`config.mk`:
```
export PLATFORM = sky130hd
export DESIGN_NAME = rsa_private_key_derivation_core
export DESIGN_NICKNAME = d
export VERILOG_FILES = /design/src/rtl/rsakd_pkg.sv /design/src/rtl/rsakd_ctrl.sv /design/src/rtl/rsakd_dp.sv /design/src/rtl/rsa_private_key_derivation_core.sv
export SDC_FILE = /design/constraint.sdc
export NUM_CORES = 2
export LEC_CHECK = 0
export ABC_CLOCK_PERIOD_IN_PS = 13100
export BUFFER_PORTS_ARGS = -buffer_cell sky130_fd_sc_hd__buf_2
export CAP_MARGIN = 20
export CORE_UTILIZATION = 44
export DETAILED_ROUTE_END_ITERATION = 16
export HOLD_SLACK_MARGIN = 0.02
export PLACE_DENSITY = 0.66
export SLEW_MARGIN = 40
export SYNTH_ARGS = -nofsm -noshare
export SYNTH_HDL_FRONTEND = slang
export SYNTH_HIERARCHICAL = 1
export SYNTH_SLANG_ARGS = --single-unit
```
`constraint.sdc`:
```
create_clock -name clk -period 13.1 [get_ports clk]
set_input_delay 2.62 -clock clk [delete_from_list [all_inputs] [get_ports clk]]
set_output_delay 2.62 -clock clk [all_outputs]
set_load 0.03 [all_outputs]
```
`src/rtl/rsakd_pkg.sv`:
```
// ----------------------------------------------------------------------------
// rsakd_pkg
// Shared types and constants for the private key derivation core: word
// widths, controller states, datapath operations and the status bundle.
// ----------------------------------------------------------------------------
package rsakd_pkg;

  localparam int WORD_W = 32;
  // signed coefficient width: magnitudes stay below twice the totient
  localparam int T_W    = WORD_W + 2;
  // shift count, holds 0..WORD_W
  localparam int K_W    = $clog2(WORD_W + 1);

  typedef enum logic [3:0] {
    ST_IDLE,
    ST_MUL_N,
    ST_MUL_PHI,
    ST_CHECK,
    ST_RED_UP,
    ST_RED_DOWN,
    ST_RED_END,
    ST_EUC_TEST,
    ST_EUC_UP,
    ST_EUC_DOWN,
    ST_EUC_END,
    ST_DONE
  } state_t;

  typedef enum logic [3:0] {
    OP_NONE,
    OP_LOAD,
    OP_MUL_N,
    OP_MUL_PHI,
    OP_RED_INIT,
    OP_EUC_INIT,
    OP_UP,
    OP_DOWN,
    OP_RED_DONE,
    OP_EUC_DONE,
    OP_FINISH
  } op_t;

  typedef struct packed {
    op_t op;
  } cmd_t;

  typedef struct packed {
    logic phi_small;  // totient is zero or one
    logic up_ok;      // doubled divisor still fits under the remainder
    logic k_zero;     // divisor back at its original alignment
    logic r1_zero;    // euclid remainder reached zero
  } status_t;

endpackage

```
`src/rtl/rsakd_ctrl.sv`:
```
// ----------------------------------------------------------------------------
// rsakd_ctrl
// Controller: sequences the two multiplies, the reduction of e modulo phi
// and the shift-subtract steps of the extended euclid loop.
// ----------------------------------------------------------------------------
module rsakd_ctrl (
  input  logic              clk,
  input  logic              rst,
  input  logic              start,
  input  rsakd_pkg::status_t status,
  output rsakd_pkg::cmd_t    cmd,
  output logic              busy,
  output logic              done
);

  rsakd_pkg::state_t state;
  rsakd_pkg::state_t state_next;

  always_ff @(posedge clk) begin
    if (rst) begin
      state <= rsakd_pkg::ST_IDLE;
    end else begin
      state <= state_next;
    end
  end

  always_comb begin
    state_next = state;
    unique case (state)
      rsakd_pkg::ST_IDLE: begin
        if (start) state_next = rsakd_pkg::ST_MUL_N;
      end
      rsakd_pkg::ST_MUL_N:   state_next = rsakd_pkg::ST_MUL_PHI;
      rsakd_pkg::ST_MUL_PHI: state_next = rsakd_pkg::ST_CHECK;
      rsakd_pkg::ST_CHECK: begin
        state_next = status.phi_small ? rsakd_pkg::ST_DONE : rsakd_pkg::ST_RED_UP;
      end
      rsakd_pkg::ST_RED_UP: begin
        if (!status.up_ok) state_next = rsakd_pkg::ST_RED_DOWN;
      end
      rsakd_pkg::ST_RED_DOWN: begin
        if (status.k_zero) state_next = rsakd_pkg::ST_RED_END;
      end
      rsakd_pkg::ST_RED_END: state_next = rsakd_pkg::ST_EUC_TEST;
      rsakd_pkg::ST_EUC_TEST: begin
        state_next = status.r1_zero ? rsakd_pkg::ST_DONE : rsakd_pkg::ST_EUC_UP;
      end
      rsakd_pkg::ST_EUC_UP: begin
        if (!status.up_ok) state_next = rsakd_pkg::ST_EUC_DOWN;
      end
      rsakd_pkg::ST_EUC_DOWN: begin
        if (status.k_zero) state_next = rsakd_pkg::ST_EUC_END;
      end
      rsakd_pkg::ST_EUC_END: state_next = rsakd_pkg::ST_EUC_TEST;
      rsakd_pkg::ST_DONE:    state_next = rsakd_pkg::ST_IDLE;
      default:               state_next = rsakd_pkg::ST_IDLE;
    endcase
  end

  always_comb begin
    cmd.op = rsakd_pkg::OP_NONE;
    busy   = 1'b1;
    done   = 1'b0;
    unique case (state)
      rsakd_pkg::ST_IDLE: begin
        busy = 1'b0;
        if (start) cmd.op = rsakd_pkg::OP_LOAD;
      end
      rsakd_pkg::ST_MUL_N:   cmd.op = rsakd_pkg::OP_MUL_N;
      rsakd_pkg::ST_MUL_PHI: cmd.op = rsakd_pkg::OP_MUL_PHI;
      rsakd_pkg::ST_CHECK: begin
        cmd.op = status.phi_small ? rsakd_pkg::OP_FINISH : rsakd_pkg::OP_RED_INIT;
      end
      rsakd_pkg::ST_RED_UP: begin
        if (status.up_ok) cmd.op = rsakd_pkg::OP_UP;
      end
      rsakd_pkg::ST_RED_DOWN: cmd.op = rsakd_pkg::OP_DOWN;
      rsakd_pkg::ST_RED_END:  cmd.op = rsakd_pkg::OP_RED_DONE;
      rsakd_pkg::ST_EUC_TEST: begin
        cmd.op = status.r1_zero ? rsakd_pkg::OP_FINISH : rsakd_pkg::OP_EUC_INIT;
      end
      rsakd_pkg::ST_EUC_UP: begin
        if (status.up_ok) cmd.op = rsakd_pkg::OP_UP;
      end
      rsakd_pkg::ST_EUC_DOWN: cmd.op = rsakd_pkg::OP_DOWN;
      rsakd_pkg::ST_EUC_END:  cmd.op = rsakd_pkg::OP_EUC_DONE;
      rsakd_pkg::ST_DONE:     done = 1'b1;
      default:                cmd.op = rsakd_pkg::OP_NONE;
    endcase
  end

endmodule

```
`src/rtl/rsakd_dp.sv`:
```
// ----------------------------------------------------------------------------
// rsakd_dp
// Datapath: one shared 32x32 multiplier for n and phi, and a shift-subtract
// divider that also updates the euclid coefficient as it subtracts.
// ----------------------------------------------------------------------------
module rsakd_dp #(
  parameter int PRIME_WIDTH = 16
) (
  input  logic                          clk,
  input  rsakd_pkg::cmd_t                cmd,
  input  logic [PRIME_WIDTH-1:0]        prime_p,
  input  logic [PRIME_WIDTH-1:0]        prime_q,
  input  logic [rsakd_pkg::WORD_W-1:0]  public_exponent,
  output rsakd_pkg::status_t             status,
  output logic [rsakd_pkg::WORD_W-1:0]  modulus,
  output logic [rsakd_pkg::WORD_W-1:0]  totient,
  output logic [rsakd_pkg::WORD_W-1:0]  private_exponent,
  output logic                          no_inverse
);

  logic [PRIME_WIDTH-1:0]              p_reg;
  logic [PRIME_WIDTH-1:0]              q_reg;
  logic [rsakd_pkg::WORD_W-1:0]        e_reg;
  logic [rsakd_pkg::WORD_W-1:0]        r0;
  logic [rsakd_pkg::WORD_W-1:0]        r1;
  logic signed [rsakd_pkg::T_W-1:0]    t0;
  logic signed [rsakd_pkg::T_W-1:0]    t1;
  logic [rsakd_pkg::WORD_W-1:0]        rem;
  logic [rsakd_pkg::WORD_W-1:0]        ds;
  logic signed [rsakd_pkg::T_W-1:0]    ts;
  logic signed [rsakd_pkg::T_W-1:0]    tacc;
  logic [rsakd_pkg::K_W-1:0]           k;

  logic [rsakd_pkg::WORD_W-1:0]        p_ext;
  logic [rsakd_pkg::WORD_W-1:0]        q_ext;
  logic [rsakd_pkg::WORD_W-1:0]        mul_a;
  logic [rsakd_pkg::WORD_W-1:0]        mul_b;
  logic [rsakd_pkg::WORD_W-1:0]        prod;
  logic                                sub_ok;
  logic                                fail;
  logic signed [rsakd_pkg::T_W-1:0]    d_fix;

  assign p_ext = rsakd_pkg::WORD_W'(p_reg);
  assign q_ext = rsakd_pkg::WORD_W'(q_reg);

  // only the low word of the product is kept
  always_comb begin
    if (cmd.op == rsakd_pkg::OP_MUL_PHI) begin
      mul_a = p_ext - rsakd_pkg::WORD_W'(1);
      mul_b = q_ext - rsakd_pkg::WORD_W'(1);
    end else begin
      mul_a = p_ext;
      mul_b = q_ext;
    end
  end

  assign prod   = mul_a * mul_b;
  assign sub_ok = (ds <= rem);

  assign status.phi_small = (totient <= rsakd_pkg::WORD_W'(1));
  assign status.up_ok     = ({ds, 1'b0} <= {1'b0, rem});
  assign status.k_zero    = (k == '0);
  assign status.r1_zero   = (r1 == '0);

  assign fail  = status.phi_small || (r0 != rsakd_pkg::WORD_W'(1));
  assign d_fix = t0[rsakd_pkg::T_W-1] ? (t0 + $signed({2'b00, totient})) : t0;

  always_ff @(posedge clk) begin
    case (cmd.op)
      rsakd_pkg::OP_LOAD: begin
        p_reg <= prime_p;
        q_reg <= prime_q;
        e_reg <= public_exponent;
      end
      rsakd_pkg::OP_MUL_N: begin
        modulus <= prod;
      end
      rsakd_pkg::OP_MUL_PHI: begin
        totient <= (p_reg == '0 || q_reg == '0) ? '0 : prod;
      end
      rsakd_pkg::OP_RED_INIT: begin
        rem  <= e_reg;
        ds   <= totient;
        ts   <= '0;
        tacc <= '0;
        k    <= '0;
      end
      rsakd_pkg::OP_EUC_INIT: begin
        rem  <= r0;
        ds   <= r1;
        ts   <= t1;
        tacc <= t0;
        k    <= '0;
      end
      rsakd_pkg::OP_UP: begin
        ds <= {ds[rsakd_pkg::WORD_W-2:0], 1'b0};
        ts <= ts <<< 1;
        k  <= k + rsakd_pkg::K_W'(1);
      end
      rsakd_pkg::OP_DOWN: begin
        // quotient bit k: subtract divisor and the matching coefficient
        if (sub_ok) begin
          rem  <= rem - ds;
          tacc <= tacc - ts;
        end
        if (!status.k_zero) begin
          ds <= ds >> 1;
          ts <= ts >>> 1;
          k  <= k - rsakd_pkg::K_W'(1);
        end
      end
      rsakd_pkg::OP_RED_DONE: begin
        r0 <= totient;
        r1 <= rem;
        t0 <= '0;
        t1 <= rsakd_pkg::T_W'(1);
      end
      rsakd_pkg::OP_EUC_DONE: begin
        r0 <= r1;
        r1 <= rem;
        t0 <= t1;
        t1 <= tacc;
      end
      rsakd_pkg::OP_FINISH: begin
        no_inverse       <= fail;
        private_exponent <= fail ? '0 : d_fix[rsakd_pkg::WORD_W-1:0];
      end
      default: begin
      end
    endcase
  end

endmodule

```
`src/rtl/rsa_private_key_derivation_core.sv`:
```
// ----------------------------------------------------------------------------
// rsa_private_key_derivation_core
// Derives n = p*q, phi = (p-1)*(q-1) and d = e^-1 mod phi by extended euclid.
// ----------------------------------------------------------------------------
// sequence: the two multiplies, then a check that ends the run when phi is 0
//   or 1; else e mod phi and then the euclid steps, each division run by the
//   shift-subtract unit, which doubles the divisor up and then takes one
//   quotient bit per cycle on the way down
// throughput: one word at a time, busy stays high through the done strobe
// reset: synchronous, returns the controller to idle; results valid with done
module rsa_private_key_derivation_core #(
  parameter int PRIME_WIDTH = 16
) (
  input  logic                   clk,
  input  logic                   rst,
  input  logic                   start,
  output logic                   busy,
  input  logic [PRIME_WIDTH-1:0] prime_p,
  input  logic [PRIME_WIDTH-1:0] prime_q,
  input  logic [31:0]            public_exponent,
  output logic                   done,
  output logic [31:0]            modulus,
  output logic [31:0]            totient,
  output logic [31:0]            private_exponent,
  output logic                   no_inverse
);

  rsakd_pkg::cmd_t    cmd;
  rsakd_pkg::status_t status;

  rsakd_ctrl u_ctrl (
    .clk    (clk),
    .rst    (rst),
    .start  (start),
    .status (status),
    .cmd    (cmd),
    .busy   (busy),
    .done   (done)
  );

  rsakd_dp #(
    .PRIME_WIDTH (PRIME_WIDTH)
  ) u_dp (
    .clk              (clk),
    .cmd              (cmd),
    .prime_p          (prime_p),
    .prime_q          (prime_q),
    .public_exponent  (public_exponent),
    .status           (status),
    .modulus          (modulus),
    .totient          (totient),
    .private_exponent (private_exponent),
    .no_inverse       (no_inverse)
  );

endmodule

```
==> flow_summary_export.csv <==
group,metric,value,unit
synthesis,post-synth-top-area-cell,"edfxtp_1",
synthesis,netlist_area_pre_place,37100,µm²
sta,time_the_worst_path_needs_with_i_o_delays_and_setup,11880,ps
cts,clock_path_buffers,3,
global_route,grt_pass1_wl,165000,µm
worst_setup_path,worst_ep_required_time,13520,ps
sta,hold_slack_final,457,ps
detailed_routing,route.detailed.drc,0,
global_route,grt_max_degree,192,
synthesis,yosys_warnings,6,
detailed_routing,antenna_left,0,
synthesis,synth_area_leaders,"edfxtp_1, fa_1, ha_1, inv_1, nor2_1",
sta,finClkSkew,51.6,ps
detailed_routing,detail_route.wl_per_cell,21.7,µm
detailed_routing,routed-via-count,27600,
worst_setup_path,worstSetupStartpointType,"register",
placed_design,numPortBuffers,165,
worst_setup_path,cp.buffers_inverters,6,
synthesis,synth_top_flop_cell,"edfxtp_1",
sta,slew-limit-headroom,44.5,%
detailed_routing,number_of_iterations_in_the_first_detailed_routing_pass,8,
cts,clockRootBuffer,"clkbuf_16",
synthesis,synth.avg_cell_area,10.2,µm²
global_route,first_global_vias,27800,
cts,cts_tree,"built",
finish,multi_input_comb_area,21800,µm²
floorplanning,top_level_ports,166,
sta,timing_max_transition_violations_final,0,
cts,postCtsResizedCells,0,
sta,maxClockFrequency,84.2,MHz
floorplanning,die_x,292,µm
floorplanning,std_cell_rows,106,
worst_setup_path,worstSetupEndpointType,"register",
floorplanning,die_h,292,µm
detailed_routing,vias_per_cell,5.59,
synthesis,syn_nets,4313,
sta,worst_pin_slew,829,ps
global_route,grt_remaining_overflow,0,
placed_design,gp_congestion,0.953,
floorplanning,dieArea,85400,µm²
sta,setup_total_negative_slack,0,ps
worst_setup_path,path_max_fanout,17,
sta,final_hold_viol_count,0,
worst_setup_path,critPathMaxStageDelay,680,ps
synthesis,synth.top_cell.area_share,34.9,%
synthesis,synth_enable_flop_cells,431,
sta,fin_crit_sh,90.7,%
synthesis,ys_types,79,
floorplanning,initial_core_util,44.4,%
cts,cts_made_buffers,51,
cts,worst_setup_hold_path_clk_slew,60,ps
synthesis,synth_common_cells,"inv_1, nor2_1, edfxtp_1",
finish,nFillCells,7703,
finish,final_layout_size_suffix_gt1_share,10.3,%
worst_setup_path,timing.setup.critical_path_class,"reg2reg",
finish,layout.nets,4483,
placed_design,detailedPlacementHpwl,80400,µm
worst_setup_path,critical_path.top_delay_family,"adder cells",
worst_setup_path,timing.critical_path.slowest_stage_cell,"xor2_1",
global_route,grt.total_usage,25.4,%
synthesis,synth-seq-cells,435,
finish,area_growth,11.5,%
sta,grt_setup_unrepaired,"no",
synthesis,yosysSeqAreaShare,35.1,%
cts,cts.sinks,435,
worst_hold_path,worstHoldPathType,"reg2reg",
global_route,antenna_found_initial,5,
cts,post_cts_buffers,0,
detailed_routing,route.final.wire_length,107000,µm
sta,finalSetupViolCount,0,
detailed_routing,initialDrtViolationCount,2315,
floorplanning,coreArea,83600,µm²
synthesis,synthMostInstantiatedCell,"inv_1",
synthesis,asyncSetResetFlopFracSynth,0,%
outcome,status,"finished, final reports clean",
worst_setup_path,cpMostUsedCell,"fa_1",
cts,insertion_delay,670,ps
synthesis,syn-instance-count,3645,
cts,htreeDepth,2,
cts,cts_hold_repair.buffers,0,
worst_setup_path,worst-endpoint-arrival,12300,ps
run,maxCapViolations,0,
finish,ff_latch_area,13000,µm²
cell usage in the layout (no fill, tap or decap), drive strengths merged, types with 7 or more instances in the layout:
master / instances
inv: 515
nor2: 439
edfxtp: 431
fa: 348
nand2: 256
ha: 253
buf: 240
a21oi: 215
xnor2: 127
o21ai: 121
xor2: 71
a21o: 68
and2: 67
mux2i: 62
clkbuf: 59
a211oi: 53
nor3: 40
and3: 37
o22ai: 35
mux2: 35
nand2b: 33
nor4: 33
nand3: 29
nand4: 25
o21a: 25
clkinv: 25
nor2b: 21
a22oi: 19
a31oi: 18
or3: 14
o21bai: 12
o31ai: 12
nand3b: 9
or2: 7
path summary, 6_finish.rpt:
kind,startpoint,end,slack (ps),depth (start not counted)
max,u_dp/ds[1]$_DFFE_PP_,u_dp/totient[30]$_SDFFCE_PP0P_,1220,46
min reg2reg,u_dp/rem[0]$_DFFE_PP_,u_dp/r1[0]$_DFFE_PP_,460,0
min,u_dp/rem[0]$_DFFE_PP_,u_dp/r1[0]$_DFFE_PP_,460,0
max reg2reg,u_dp/ds[1]$_DFFE_PP_,u_dp/totient[30]$_SDFFCE_PP0P_,1220,46
layer usage:
layer	share of wire, %	GRT usage (%)	up-vias
li1	-	-	12700
met1	43	34.5	13500
met2	45	40.2	1117
met3	7.6	3.73	236
met4	4.8	11.6	0
met5	0	0	-
kinds of logic (layout without fill, tap and decap cells):
| kind of cell | Yosys count | after routing | share of synthesized area (%) |
|---|---|---|---|
| DFF | 435 | 435 | 35.1 |
| other | 0 | 1 | 0 |
| muxes | 97 | 97 | 2.74 |
| AOI/OAI and AO/OA | 640 | 640 | 10.8 |
| buffers and inverters | 638 | 849 | 6.50 |
| adders and majority gates | 601 | 601 | 27.3 |
| and+or+nand+nor | 1036 | 1036 | 12.8 |
| xor gates and xnor gates | 198 | 198 | 4.68 |
metrics by stage:
step / setup slack, ps / util [%] / instances / cell area, µm²
final: 1220 / 49.5 / 4937 / 41300
after global routing: 505 / 49.5 / 4936 / 41300
after CTS: 1320 / 49.4 / 4935 / 41300
after detailed placement: 1070 / 47.3 / 4841 / 39500
after global placement: 1200 / 47.2 / 4837 / 39400
after floorplan: 1010 / - / 3645 / 37100
worst register-to-register path: cells and delay by family, from the launching register on:
family,cells,cell delay [ps]
simple gates,14,2250
compound gates,15,2960
flops,1,450
fa+ha+maj,10,4560
xor+xnor,1,680
buf+inv,6,720
final cells by class:
class	instances	share of cell area, %
clock buffers	59	3.16
repair buffers	240	3.63
flip-flops and latches	435	31.5
diodes	1	0.00606
inverters	515	4.68
multi-input cells	2572	52.8
clock inverters	35	0.960
well taps	1080	3.27
Power is left out: the tool's default activity adds up to more than one toggle a clock period on the data nets, which glitch-free logic cannot reach.
